**src/hw/rtl/tagged_message_buffer_macros.svh**
```systemverilog
// ----------------------------------------------------------------------------
// tagged_message_buffer assertion macros
// Shared concurrent assertion shorthands; expect clk and rst_n in scope.
// ----------------------------------------------------------------------------
`ifndef TAGGED_MESSAGE_BUFFER_MACROS_SVH
`define TAGGED_MESSAGE_BUFFER_MACROS_SVH

// Same-cycle implication.
`define TMB_ASSERT_IMP(lbl, ante, cons, msg) \
    lbl: assert property (@(posedge clk) disable iff (!rst_n) (ante) |-> (cons)) \
        else $error(msg);

// Next-cycle implication.
`define TMB_ASSERT_NXT(lbl, ante, cons, msg) \
    lbl: assert property (@(posedge clk) disable iff (!rst_n) (ante) |=> (cons)) \
        else $error(msg);

`endif

```
**src/hw/rtl/tmb_pkg.sv**
```systemverilog
`timescale 1ns / 1ps
// ----------------------------------------------------------------------------
// tmb_pkg
// Types and codes shared by the tagged message buffer modules.
// ----------------------------------------------------------------------------
package tmb_pkg;

    localparam logic CMD_WRITE = 1'b0;
    localparam logic CMD_READ  = 1'b1;

    localparam logic [1:0] STATUS_DONE    = 2'd0;
    localparam logic [1:0] STATUS_FULL    = 2'd1;
    localparam logic [1:0] STATUS_NOMATCH = 2'd2;

    localparam logic [2:0] ADDR_WARN_THRESHOLD = 3'd0;
    localparam logic [6:0] WARN_THRESHOLD_RESET = 7'd48;

    typedef struct packed {
        logic [7:0] id;
        logic [7:0] data;
    } tmb_packet_t;

    typedef struct packed {
        logic load_en;
        logic capture;
        logic shift_en;
    } tmb_cell_ctrl_t;

    typedef struct packed {
        logic [1:0] status;
        logic [7:0] read_dev_id;
        logic [7:0] read_data;
        logic       near_full;
        logic [6:0] occupancy;
    } tmb_result_t;

    typedef enum logic {
        ST_IDLE,
        ST_SEARCH
    } tmb_state_t;

endpackage

```
**src/hw/rtl/tmb_in_if.sv**
```systemverilog
`timescale 1ns / 1ps
// ----------------------------------------------------------------------------
// tmb_in_if
// Command channel: valid/ready with one command transaction as payload.
// ----------------------------------------------------------------------------
interface tmb_in_if;
    logic       valid;
    logic       ready;
    logic       cmd;
    logic [7:0] dev_id;
    logic [7:0] data;

    modport source (output valid, output cmd, output dev_id, output data, input ready);
    modport sink   (input valid, input cmd, input dev_id, input data, output ready);
endinterface

```
**src/hw/rtl/tmb_out_if.sv**
```systemverilog
`timescale 1ns / 1ps
// ----------------------------------------------------------------------------
// tmb_out_if
// Result channel: valid/ready with one result transaction as payload.
// ----------------------------------------------------------------------------
interface tmb_out_if;
    logic       valid;
    logic       ready;
    logic [1:0] status;
    logic [7:0] read_dev_id;
    logic [7:0] read_data;
    logic       near_full;
    logic [6:0] occupancy;

    modport source (output valid, output status, output read_dev_id, output read_data,
                    output near_full, output occupancy, input ready);
    modport sink   (input valid, input status, input read_dev_id, input read_data,
                    input near_full, input occupancy, output ready);
endinterface

```
**src/hw/rtl/tmb_cell.sv**
```systemverilog
`timescale 1ns / 1ps
// ----------------------------------------------------------------------------
// tmb_cell
// One slot of the packet chain: loads and holds a packet, flags an id match, and takes
// its upper neighbor's packet when the chain compacts.
// ----------------------------------------------------------------------------
module tmb_cell #(
    parameter int IDX = 0,
    parameter int CW  = 7
) (
    input  logic                    clk,
    input  tmb_pkg::tmb_cell_ctrl_t ctrl,
    input  logic [CW-1:0]           count,
    input  logic [7:0]              key,
    input  tmb_pkg::tmb_packet_t    wr_pkt,
    input  tmb_pkg::tmb_packet_t    upper_pkt,
    input  logic                    above,
    output tmb_pkg::tmb_packet_t    pkt,
    output logic                    hit
);

    tmb_pkg::tmb_packet_t pkt_reg;
    tmb_pkg::tmb_packet_t pkt_next;
    logic                 match_reg;
    logic                 match_next;

    always_comb
    begin
        pkt_next = pkt_reg;
        if (ctrl.load_en && (count == CW'(IDX)))
        begin
            pkt_next = wr_pkt;
        end
        else if (ctrl.shift_en && !above)
        begin
            // at or above the removed slot: move down one
            pkt_next = upper_pkt;
        end
    end

    assign match_next = ctrl.capture ? (pkt_reg.id == key) : match_reg;

    always_ff @(posedge clk)
    begin
        pkt_reg   <= pkt_next;
        match_reg <= match_next;
    end

    assign pkt = pkt_reg;
    assign hit = match_reg && (CW'(IDX) < count);

endmodule

```
**src/hw/rtl/tmb_ctrl.sv**
```systemverilog
`timescale 1ns / 1ps
`include "tagged_message_buffer_macros.svh"
// ----------------------------------------------------------------------------
// tmb_ctrl
// Command sequencer: fill count, chain control and the result register.
// ----------------------------------------------------------------------------
module tmb_ctrl #(
    parameter int DEPTH = 64,
    parameter int CW    = 7
) (
    input  logic                    clk,
    input  logic                    rst_n,
    input  logic                    in_fire,
    input  logic                    in_cmd,
    input  logic                    out_ready,
    input  logic                    found,
    input  tmb_pkg::tmb_packet_t    sel_pkt,
    input  logic [6:0]              warn_threshold,
    output logic                    in_ready,
    output tmb_pkg::tmb_cell_ctrl_t cell_ctrl,
    output logic [CW-1:0]           count,
    output logic                    out_valid,
    output tmb_pkg::tmb_result_t    result
);

    tmb_pkg::tmb_state_t  state_reg;
    tmb_pkg::tmb_state_t  state_next;
    logic [CW-1:0]        count_reg;
    logic [CW-1:0]        count_next;
    logic                 res_valid_reg;
    logic                 res_valid_next;
    tmb_pkg::tmb_result_t res_reg;
    tmb_pkg::tmb_result_t res_next;
    logic                 res_load;
    logic [CW:0]          count_plus;
    logic [CW-1:0]        count_less;
    logic [CW+6:0]        occ_ext;
    logic                 warn;
    logic                 full;
    logic                 searching;

    assign count_plus = {1'b0, count_reg} + (CW+1)'(1);
    assign count_less = count_reg - CW'(1);
    assign warn       = {6'b0, count_plus} > {{CW{1'b0}}, warn_threshold};
    assign full       = (count_reg == CW'(DEPTH));
    assign occ_ext    = {7'b0, count_next};
    assign searching  = (state_reg == tmb_pkg::ST_SEARCH);

    always_comb
    begin
        state_next = state_reg;
        unique case (state_reg)
            tmb_pkg::ST_IDLE:
            begin
                if (in_fire && (in_cmd == tmb_pkg::CMD_READ))
                begin
                    state_next = tmb_pkg::ST_SEARCH;
                end
            end
            tmb_pkg::ST_SEARCH:
            begin
                state_next = tmb_pkg::ST_IDLE;
            end
            default:
            begin
                state_next = tmb_pkg::ST_IDLE;
            end
        endcase
    end

    always_comb
    begin
        in_ready   = 1'b0;
        cell_ctrl  = '0;
        count_next = count_reg;
        res_load   = 1'b0;
        res_next   = '0;
        unique case (state_reg)
            tmb_pkg::ST_IDLE:
            begin
                in_ready = !res_valid_reg || out_ready;
                if (in_fire)
                begin
                    if (in_cmd == tmb_pkg::CMD_WRITE)
                    begin
                        res_load = 1'b1;
                        if (full)
                        begin
                            res_next.status = tmb_pkg::STATUS_FULL;
                        end
                        else
                        begin
                            cell_ctrl.load_en  = 1'b1;
                            count_next         = count_plus[CW-1:0];
                            res_next.status    = tmb_pkg::STATUS_DONE;
                            res_next.near_full = warn;
                        end
                    end
                    else
                    begin
                        // latch per-cell match flags against the search id
                        cell_ctrl.capture = 1'b1;
                    end
                end
            end
            tmb_pkg::ST_SEARCH:
            begin
                res_load = 1'b1;
                if (found)
                begin
                    cell_ctrl.shift_en   = 1'b1;
                    count_next           = count_less;
                    res_next.status      = tmb_pkg::STATUS_DONE;
                    res_next.read_dev_id = sel_pkt.id;
                    res_next.read_data   = sel_pkt.data;
                end
                else
                begin
                    res_next.status = tmb_pkg::STATUS_NOMATCH;
                end
            end
            default:
            begin
                in_ready = 1'b0;
            end
        endcase
        res_next.occupancy = occ_ext[6:0];
    end

    assign res_valid_next = res_load ? 1'b1 : (out_ready ? 1'b0 : res_valid_reg);

    always_ff @(posedge clk or negedge rst_n)
    begin
        if (!rst_n)
        begin
            state_reg     <= tmb_pkg::ST_IDLE;
            count_reg     <= '0;
            res_valid_reg <= 1'b0;
        end
        else
        begin
            state_reg     <= state_next;
            count_reg     <= count_next;
            res_valid_reg <= res_valid_next;
        end
    end

    always_ff @(posedge clk)
    begin
        if (res_load)
        begin
            res_reg <= res_next;
        end
    end

    assign count     = count_reg;
    assign out_valid = res_valid_reg;
    assign result    = res_reg;

    `TMB_ASSERT_IMP(a_count_max, 1'b1, count_reg <= CW'(DEPTH), "fill count above depth")
    `TMB_ASSERT_NXT(a_search_one_cycle, searching, !searching, "search state held")
    `TMB_ASSERT_NXT(a_take_dec, searching && found, count_reg == $past(count_less), "not removed")
    `TMB_ASSERT_IMP(a_search_out_free, searching, !res_valid_reg, "result busy in search")

endmodule

```
**src/hw/rtl/tagged_message_buffer.sv**
```systemverilog
`timescale 1ns / 1ps
// ----------------------------------------------------------------------------
// tagged_message_buffer
// Mailbox of DEPTH id/data packets kept in a compacting chain of cells;
// writes append at the top, reads take the newest packet with a matching id.
// ----------------------------------------------------------------------------
//  channel | direction | handshake         | payload
//  req     | in        | valid/ready       | cmd, dev_id, data
//  rsp     | out       | valid/ready       | status, read_dev_id, read_data,
//          |           |                   | near_full, occupancy
//  apb     | in/out    | psel/penable      | warn_threshold at byte address 0
//
//  A write: the cell at the fill count loads on the accept edge.
//  A read: match flags latch in every cell on the accept edge, then the newest
//  match is picked and the cells above it shift down in one step.
//  The next command is taken in idle once the result register is empty or being read.
//  Reset clears the fill count and sets warn_threshold to 48; no clearing pass.
// ----------------------------------------------------------------------------
module tagged_message_buffer #(
    parameter int DEPTH = 64
) (
    input  logic        clk,
    input  logic        rst_n,
    tmb_in_if.sink      req,
    tmb_out_if.source   rsp,
    input  logic        psel,
    input  logic        penable,
    input  logic        pwrite,
    input  logic [2:0]  paddr,
    input  logic [31:0] pwdata,
    output logic [31:0] prdata,
    output logic        pready
);

    localparam int CW = $clog2(DEPTH + 1);

    logic [6:0]              thr_reg;
    logic [6:0]              thr_next;
    logic                    cfg_wr;
    logic                    in_fire;
    logic                    in_ready;
    logic                    found;
    logic [CW-1:0]           count;
    logic                    out_valid;
    tmb_pkg::tmb_cell_ctrl_t cell_ctrl;
    tmb_pkg::tmb_result_t    result;
    tmb_pkg::tmb_packet_t    wr_pkt;
    tmb_pkg::tmb_packet_t    sel_pkt;
    tmb_pkg::tmb_packet_t    pkt   [DEPTH];
    tmb_pkg::tmb_packet_t    upper [DEPTH];
    logic [DEPTH-1:0]        hit_vec;
    logic [DEPTH-1:0]        above;

    // configuration port
    assign pready   = 1'b1;
    assign cfg_wr   = psel && penable && pwrite && (paddr == tmb_pkg::ADDR_WARN_THRESHOLD);
    assign thr_next = cfg_wr ? pwdata[6:0] : thr_reg;
    assign prdata   = (paddr == tmb_pkg::ADDR_WARN_THRESHOLD) ? {25'b0, thr_reg} : 32'b0;

    always_ff @(posedge clk or negedge rst_n)
    begin
        if (!rst_n)
        begin
            thr_reg <= tmb_pkg::WARN_THRESHOLD_RESET;
        end
        else
        begin
            thr_reg <= thr_next;
        end
    end

    assign in_fire     = req.valid && in_ready;
    assign req.ready   = in_ready;
    assign wr_pkt.id   = req.dev_id;
    assign wr_pkt.data = req.data;

    for (genvar g = 0; g < DEPTH; g++)
    begin : g_cell
        if (g == DEPTH - 1)
        begin : g_top
            assign above[g] = 1'b0;
            assign upper[g] = pkt[g];
        end
        else
        begin : g_mid
            // any live match newer than this slot
            assign above[g] = |hit_vec[DEPTH-1:g+1];
            assign upper[g] = pkt[g+1];
        end

        tmb_cell #(
            .IDX (g),
            .CW  (CW)
        ) u_cell (
            .clk       (clk),
            .ctrl      (cell_ctrl),
            .count     (count),
            .key       (req.dev_id),
            .wr_pkt    (wr_pkt),
            .upper_pkt (upper[g]),
            .above     (above[g]),
            .pkt       (pkt[g]),
            .hit       (hit_vec[g])
        );
    end

    assign found = |hit_vec;

    // one-hot select of the newest match
    always_comb
    begin
        sel_pkt = '0;
        for (int i = 0; i < DEPTH; i++)
        begin
            if (hit_vec[i] && !above[i])
            begin
                sel_pkt = sel_pkt | pkt[i];
            end
        end
    end

    tmb_ctrl #(
        .DEPTH (DEPTH),
        .CW    (CW)
    ) u_ctrl (
        .clk            (clk),
        .rst_n          (rst_n),
        .in_fire        (in_fire),
        .in_cmd         (req.cmd),
        .out_ready      (rsp.ready),
        .found          (found),
        .sel_pkt        (sel_pkt),
        .warn_threshold (thr_reg),
        .in_ready       (in_ready),
        .cell_ctrl      (cell_ctrl),
        .count          (count),
        .out_valid      (out_valid),
        .result         (result)
    );

    assign rsp.valid       = out_valid;
    assign rsp.status      = result.status;
    assign rsp.read_dev_id = result.read_dev_id;
    assign rsp.read_data   = result.read_data;
    assign rsp.near_full   = result.near_full;
    assign rsp.occupancy   = result.occupancy;

endmodule
```
**src/flat_wrapper.sv**
```systemverilog
// flat-port wrapper written by rule: the top's interface ports become plain ports
module tagged_message_buffer_flat 
#(
    parameter int DEPTH = 64
)
  (clk, rst_n, psel, penable, pwrite, paddr, pwdata, prdata, pready, req_valid, req_cmd, req_dev_id, req_data, req_ready, rsp_valid, rsp_status, rsp_read_dev_id, rsp_read_data, rsp_near_full, rsp_occupancy, rsp_ready);
  tmb_in_if req_i ();
  tmb_out_if rsp_i ();
  input  logic clk;
  input  logic rst_n;
  input  logic psel;
  input  logic penable;
  input  logic pwrite;
  input  logic [2:0] paddr;
  input  logic [31:0] pwdata;
  output logic [31:0] prdata;
  output logic pready;
  input wire logic [$bits(req_i.valid)-1:0] req_valid;
  input wire logic [$bits(req_i.cmd)-1:0] req_cmd;
  input wire logic [$bits(req_i.dev_id)-1:0] req_dev_id;
  input wire logic [$bits(req_i.data)-1:0] req_data;
  output wire logic [$bits(req_i.ready)-1:0] req_ready;
  output wire logic [$bits(rsp_i.valid)-1:0] rsp_valid;
  output wire logic [$bits(rsp_i.status)-1:0] rsp_status;
  output wire logic [$bits(rsp_i.read_dev_id)-1:0] rsp_read_dev_id;
  output wire logic [$bits(rsp_i.read_data)-1:0] rsp_read_data;
  output wire logic [$bits(rsp_i.near_full)-1:0] rsp_near_full;
  output wire logic [$bits(rsp_i.occupancy)-1:0] rsp_occupancy;
  input wire logic [$bits(rsp_i.ready)-1:0] rsp_ready;
  assign req_i.valid = req_valid;
  assign req_i.cmd = req_cmd;
  assign req_i.dev_id = req_dev_id;
  assign req_i.data = req_data;
  assign req_ready = req_i.ready;
  assign rsp_valid = rsp_i.valid;
  assign rsp_status = rsp_i.status;
  assign rsp_read_dev_id = rsp_i.read_dev_id;
  assign rsp_read_data = rsp_i.read_data;
  assign rsp_near_full = rsp_i.near_full;
  assign rsp_occupancy = rsp_i.occupancy;
  assign rsp_i.ready = rsp_ready;
  tagged_message_buffer #(.DEPTH(DEPTH)) u_core (.clk(clk), .rst_n(rst_n), .req(req_i), .rsp(rsp_i), .psel(psel), .penable(penable), .pwrite(pwrite), .paddr(paddr), .pwdata(pwdata), .prdata(prdata), .pready(pready));
endmodule
```
**config.mk**
```make
export PLATFORM = sky130hd
export DESIGN_NAME = tagged_message_buffer_flat
export DESIGN_NICKNAME = d
export VERILOG_FILES = /design/src/hw/rtl/tmb_pkg.sv /design/src/hw/rtl/tmb_in_if.sv /design/src/hw/rtl/tmb_out_if.sv /design/src/hw/rtl/tmb_cell.sv /design/src/hw/rtl/tmb_ctrl.sv /design/src/hw/rtl/tagged_message_buffer.sv /design/src/flat_wrapper.sv
export VERILOG_INCLUDE_DIRS = /design/src /design/src/hw/rtl
export SDC_FILE = /design/constraint.sdc
export NUM_CORES = 2
export LEC_CHECK = 0
export ABC_CLOCK_PERIOD_IN_PS = 8740
export BUFFER_PORTS_ARGS = -buffer_cell sky130_fd_sc_hd__buf_2
export CORE_UTILIZATION = 55
export CTS_CLUSTER_DIAMETER = 200
export CTS_CLUSTER_SIZE = 30
export DETAILED_ROUTE_END_ITERATION = 12
export PLACE_DENSITY = 0.7
export SLEW_MARGIN = 20
export SYNTH_ARGS = -nofsm -noshare
export SYNTH_HDL_FRONTEND = slang
export SYNTH_SLANG_ARGS = --single-unit
export TNS_END_PERCENT = 20
```
**constraint.sdc**
```tcl
create_clock -name clk -period 8.74 [get_ports clk]
set_input_delay 0 -clock clk [delete_from_list [all_inputs] [get_ports clk]]
set_output_delay 0 -clock clk [all_outputs]
set_load 0.03 [all_outputs]
```
**Word level (Yosys, flattened, before mapping)**

Index checks and enable logic that the tools add are counted.
Widths: inputs -> output; s select.

- Register bits after elaboration: 1,130
- Bits in latches: 0
- Bits in writable memories: 0
- ROM bits: 0
- Bits of input ports: 59
- Output and inout bits: 61
- Logic and storage cells: 1,132
- Memories kept: 0

- Add/subtract/negate cells: 2
- Multipliers: 0
- Div/mod/pow operators: 0
- Magnitude comparators: 65
- Equality and inequality tests: 128
- Shift operators: 0
- Muxes and demuxes: 216
- Bitwise logic cells: 65
- Reduce and logical (&&, ||, !) cells: 455

Operators by type and width:

| kind | number |
|---|---|
| $mux 16 | 190 |
| $or 16x16->16 | 63 |
| $eq 8x8->1 | 64 |
| $logic_and 1x1->1 | 259 |
| $eq 7x6->1 const B | 32 |
| $lt 6x7->1 const A | 32 |
| $reduce_bool 2->1 | 64 |
| $eq 7x5->1 const B | 16 |
| $lt 5x7->1 const A | 16 |
| $logic_not 1->1 | 64 |
| $reduce_or 64->1 | 1 |
| $reduce_or 63->1 | 1 |
| $reduce_or 62->1 | 1 |
| $reduce_or 61->1 | 1 |
| $reduce_or 60->1 | 1 |
| $reduce_or 59->1 | 1 |
| $reduce_or 58->1 | 1 |
| $reduce_or 57->1 | 1 |
| $eq 7x4->1 const B | 8 |
| $lt 4x7->1 const A | 8 |
| $reduce_or 56->1 | 1 |
| $reduce_or 55->1 | 1 |
| $reduce_or 54->1 | 1 |
| $reduce_or 53->1 | 1 |
| 72 further kinds | 103 |

**Longest topological paths before layout**

- Depth in word-level cells: 132
- Depth in mapped cells: 15
- Mapped depth without buffers: 12

**Worst setup path after synthesis**

OpenSTA, ideal clock, no wires.

- Path kind: reg2reg
- Start: register u_core.u_ctrl.count_reg[6], in the netlist u_core.u_ctrl.count[6]
- End: register u_core.g_cell[27].u_cell.pkt_reg (netlist bit u_core.g_cell[27].u_cell.pkt[0]), enable pin
- Library setup time: 0.436 ns
- Arrival time: 4.408 ns
- Required time: 8.304 ns
- Slack: 3.897 ns
- Cell stages (with the launch flop): 11
- Path buffers: 3
- Clock period less this slack: 4.843 ns
- Cells stage by stage: dfrtp_1 -> buf_6 -> buf_6 -> a2111o_1 -> o211ai_2 -> o221ai_1 -> nor3_2 -> nand2_1 -> or3_1 -> clkbuf_1 -> o41ai_1

- Longest elaborated chain between the ends: 7
- Elaborated cells between the ends (all ways): 142
- Classes of those cells: order compare (64); eq/ne (2); mux (6); reduce/logical (70)

Ends and longest elaborated chain:

| item | line | source |
|---|---|---|
| start: declaration | tmb_ctrl.sv:28 | `logic [CW-1:0] count_reg;` |
| start signal: assignment | tmb_ctrl.sv:143 | `count_reg <= count_next;` |
| $lt 6x7->1 (tied with other cells) | tmb_cell.sv:50 | `assign hit = match_reg && (CW'(IDX) < count);` |
| $logic_and 1x1->1 or $mux 1 (tied branches) | tmb_cell.sv:50, tmb_ctrl.sv:87 |  |
| $reduce_or 64->1 or $mux 1 (tied branches) | tagged_message_buffer.sv:107, tmb_ctrl.sv:84 |  |
| $mux 1 or $mux 2 (tied branches) | tmb_ctrl.sv:109, tmb_ctrl.sv:82 |  |
| $mux 1 or $mux 2 (tied branches) | tmb_ctrl.sv:78 | `unique case (state_reg)` |
| $logic_and 1x1->1, on equally long branches | tmb_cell.sv:34, tmb_cell.sv:30 |  |
| $reduce_bool 2->1 (no line) (*) | n/a |  |
| end signal: assignment | tmb_cell.sv:45 | `pkt_reg <= pkt_next;` |
| end: declaration | tmb_cell.sv:22 | `tmb_pkg::tmb_packet_t pkt_reg;` |

Every way passes the cells marked *; elsewhere a longest branch is shown, timed or not.
A chain may end at the register's enable or synchronous reset.

**Worst setup path after layout**

- Start: register u_core.u_ctrl.count_reg[5], in the netlist u_core.u_ctrl.count[5]
- End: register u_core.g_cell[14].u_cell.pkt_reg (netlist bit u_core.g_cell[14].u_cell.pkt[4]), enable pin

- Longest elaborated chain between the ends: 7
- Elaborated cells between the ends (all ways): 142
- Classes of those cells: order compare (64); eq/ne (2); mux (6); reduce/logical (70)

Ends and longest elaborated chain:

| item | line |
|---|---|
| $lt 6x7->1 (tied with other cells) | tmb_cell.sv:50 |
| $logic_and 1x1->1 or $mux 1 (tied branches) | tmb_cell.sv:50, tmb_ctrl.sv:87 |
| $reduce_or 64->1 or $mux 1 (tied branches) | tagged_message_buffer.sv:107, tmb_ctrl.sv:84 |
| $mux 1 or $mux 2 (tied branches) | tmb_ctrl.sv:109, tmb_ctrl.sv:82 |
| $mux 1 or $mux 2 (tied branches) | tmb_ctrl.sv:78 |
| $logic_and 1x1->1, on equally long branches | tmb_cell.sv:34, tmb_cell.sv:30 |
| $reduce_bool 2->1 (no line) (*) | n/a |
| end signal: assignment | tmb_cell.sv:45 |
| end: declaration | tmb_cell.sv:22 |

Marked as above.

==> results.md <==
* Fin. Hold Viols at 0
* Io pins at 120
* Detailed Routing Iterations Pass 1 at 10
* Final WL at 254000 um
* Initial antenna violation count at 22
* M1 WL at 97200 um
* Clk_skew at 0.0610 ns
* Vias per std cell at 7.39
* Register area at 0.0339 mm2
* # DRC at 0
* Met3 wirelength from detailed routing at 33300 um
* Critical Path Most Common Cell: buf_4
* Core area at 0.114 mm2
* Largest net degree at the start of global routing at 88
* Post-route clock period utilization at 74.5%
* Power per cell area at 169 mW/mm2
* IO buf count at 68
* Pleak at 20.8 nW
* Final instance area at 0.0669 mm2
* Clk buf depth at 3
* Area growth, synth to finish at 5.68%
* DR WL/cell at 39.8 um
* CP peak stage delay at 0.88 ns
* Worst-path cell chain: buf_4 > nand4bb_1 > o211a_1 > a2111oi_2 > nand3_1 > nor3_4 > buf_4 > nand2_1 > o31ai_2 > buf_4
* Seq/Total Area, Yosys at 53.5%
* Post-Synthesis Cells at 4922
* Layout cells sized above 1 at 28.5%
* Worst-skew pair later-pin latency at 0.73 ns
* CTS Buf Count at 43
* Ys async rst share at 1.42%
* Fillcell total at 9289
* Final core utilization at 58.6%
* Tightest Pin Transition at 1.34 ns
* Commonest register cell after synthesis: edfxtp_1
* Routed Antenna Nets at 0
* Synth Area per Inst at 12.9 um2
* Hold Path Class: in -> reg
* Crit Path Max Fanout at 25
* CP startpoint kind: flop
* DR WL met2 at 108000 um
* Die area at 0.116 mm2
* CTS Sinks at 1130
* Synth warnings at 0
* CP Class: reg -> reg
* Max Cap Violations at 0
* Relative slew slack at 10.6%
* CP endpoint kind: flop
* Initial core utilization at 55.4%
* Crit path DAT at 6.95 ns
* RSZ-0062 raised after global routing: no
* FF+latch count, synth at 1130
* CTS Root Cell: clkbuf_16
* First-pass GRT wire length at 351000 um
* Via count at 47135
* CTS tree: built
* Clk slew on worst S/H paths at 0.12 ns
* Final nets at 4908
* Number of global-route vias before repair at 43548
* Syn Std Cell Area at 0.0633 mm2
* Buf/Inv on CP at 3
* Die Wd at 341 um
* Placement row count at 124
* Worst R2R Setup Slack at 2.22 ns
* F_max at 153 MHz
* GRT Overall Usage at 42.8%
* Final Setup Violations at 0
* Peak VDD IR at 149 uV
* Max Slew Vio Count at 0
* Uppermost routed layer: met5
* Initial DRC count at 7708
* WP data required at 9.18 ns
* CP max-delay cell: o31ai_2
* Postcts setup bufs at 0
* Setup TNS at 0 ns
* Post-DP HPWL at 181000 um
* Placed inst area at 0.0653 mm2
* H-tree depth at 2
* Die H at 341 um
* Post-synth cell types at 99
* Delay-heaviest family, CP: simple AND/OR/NAND/NOR gates
* Max reg flops at 1024
* Status: complete, no violations
* Multi-input logic area at 0.0278 mm2
* Final GP Congestion at 1.10
* Remaining Overflow, GRT at 0
* Minimum clock period after layout at 6.52 ns
* Post-synth EDFFs at 1114
## cells in the final DEF (no fill, tap or decap), types with 13 or more instances in the layout
master,netlist,routed
a22oi_1,155,155
and3_1,56,55
nor2_1,177,177
conb_1,2,26
a22o_1,72,72
a211oi_1,20,19
o21a_1,22,22
nor3_1,43,37
a221oi_1,38,38
clkbuf_1,289,19
a21oi_1,95,95
o21ai_1,11,33
o211ai_1,23,23
ha_1,13,13
xnor2_1,515,515
nand4_1,162,162
o22ai_1,23,15
buf_2,55,60
a2111oi_0,14,13
a31oi_1,28,28
a32oi_1,18,18
buf_4,37,170
a32o_1,14,14
a222oi_1,58,58
inv_1,23,23
edfxtp_1,1114,1114
nand3_1,91,91
dlygate4sd3_1,0,34
mux2_2,1008,1008
o21ai_0,105,82
nand2_1,238,238
a221o_1,23,23
and2_1,43,43
or3_1,16,16
clkbuf_16,0,44
nor4_1,22,18
## cells in the mapped netlist, drive strengths merged, types with 27 or more instances
library cell	count	share of area [%]
nand2	239	1.4
and3	56	0.55
nand4	164	1.7
xnor2	515	7.1
a21oi	95	0.75
mux2	1008	18
a31oi	28	0.28
a22oi	155	1.8
nor3	52	0.48
nand3	93	0.75
nor2	178	1.1
a222oi	58	0.92
clkbuf	289	1.7
and2	46	0.45
o21ai	117	0.93
a221oi	39	0.55
edfxtp	1114	53
nor4	27	0.33
buf	139	1.2
a22o	72	1.0
## layout make-up
cell class	instances	share of cell area, %
Sequential cell	1130	50.6
Timing Repair Buffer	273	3.01
Clock buffer	63	1.75
Inverter	24	0.135
Clock inverter	3	0.0543
Antenna cell	12	0.0449
Multi-Input combinational cell	3364	41.5
Tap cell	1512	2.83
## power breakdown
group          total [mW]  internal (mW)  switching [mW]  leakage, nW
clock                2.71          0.956            1.76        0.582
combinational        2.44          0.634            1.81         9.93
sequential           6.13           5.96           0.165         10.2
## worst reg2reg max path, delay by kind of cell (launching register included)
family,cells,cell delay (ns)
AO/OA/AOI/OAI,3,2.09
buffers and inverters,3,1.26
flip-flops,1,0.69
AND/OR/NAND/NOR,4,2.20
## per-layer routing
metal | up-vias | track usage (%)
met5 | - | 0
met4 | 22 | 21.3
met3 | 594 | 12.5
met2 | 3587 | 62.1
met1 | 24038 | 58.5
li1 | 18894 | -
## cells by family after synthesis
logic type / after synthesis / synth area share [%]
compound gates: 859 / 10.3
xor+xnor: 515 / 7.13
fa+ha+maj: 13 / 0.257
buf+inv: 452 / 3.09
flops: 1130 / 53.5
mux: 1009 / 18.0
other cells: 2 / 0.0119
simple gates: 942 / 7.76
## final timing paths
check | from | end | depth (start not counted)
max | u_core.u_ctrl.count[5] | u_core.g_cell[14].u_cell.pkt[4] | 10
min | req_data[2] | u_core.g_cell[63].u_cell.pkt[2] | 2
max reg2reg | u_core.u_ctrl.count[5] | u_core.g_cell[14].u_cell.pkt[4] | 10
min reg2reg | u_core.u_ctrl.out_valid | u_core.u_ctrl.out_valid | 1
max in group asynchronous | rst_n | u_core.u_ctrl.count[4] | 4
min in group asynchronous | rst_n | u_core.thr_reg[5] | 3
## timing repair
| item | 4_1_cts | 5_1_grt |
|---|---|---|
| hold endpoints to repair | 91 | 0 |
| resized for setup | 0 | 0 |
| hold buffers | 34 | 0 |
## metrics by stage
step / instances / setup WS (ns) / total power [mW] / hold slack [ns]
after floorplan: 4946 / 3.90 / 7.49 / -0.296
final: 6381 / 2.22 / 11.3 / 0.0108
after global routing: 6370 / 2.14 / 11.5 / 0.0330
after detailed placement: 6268 / 2.54 / 8.51 / -0.0538
after global placement: 6268 / 2.61 / 8.49 / -0.0605
after CTS: 6368 / 2.50 / 11.1 / 0.0404
Power figures use the tool's default switching activity.
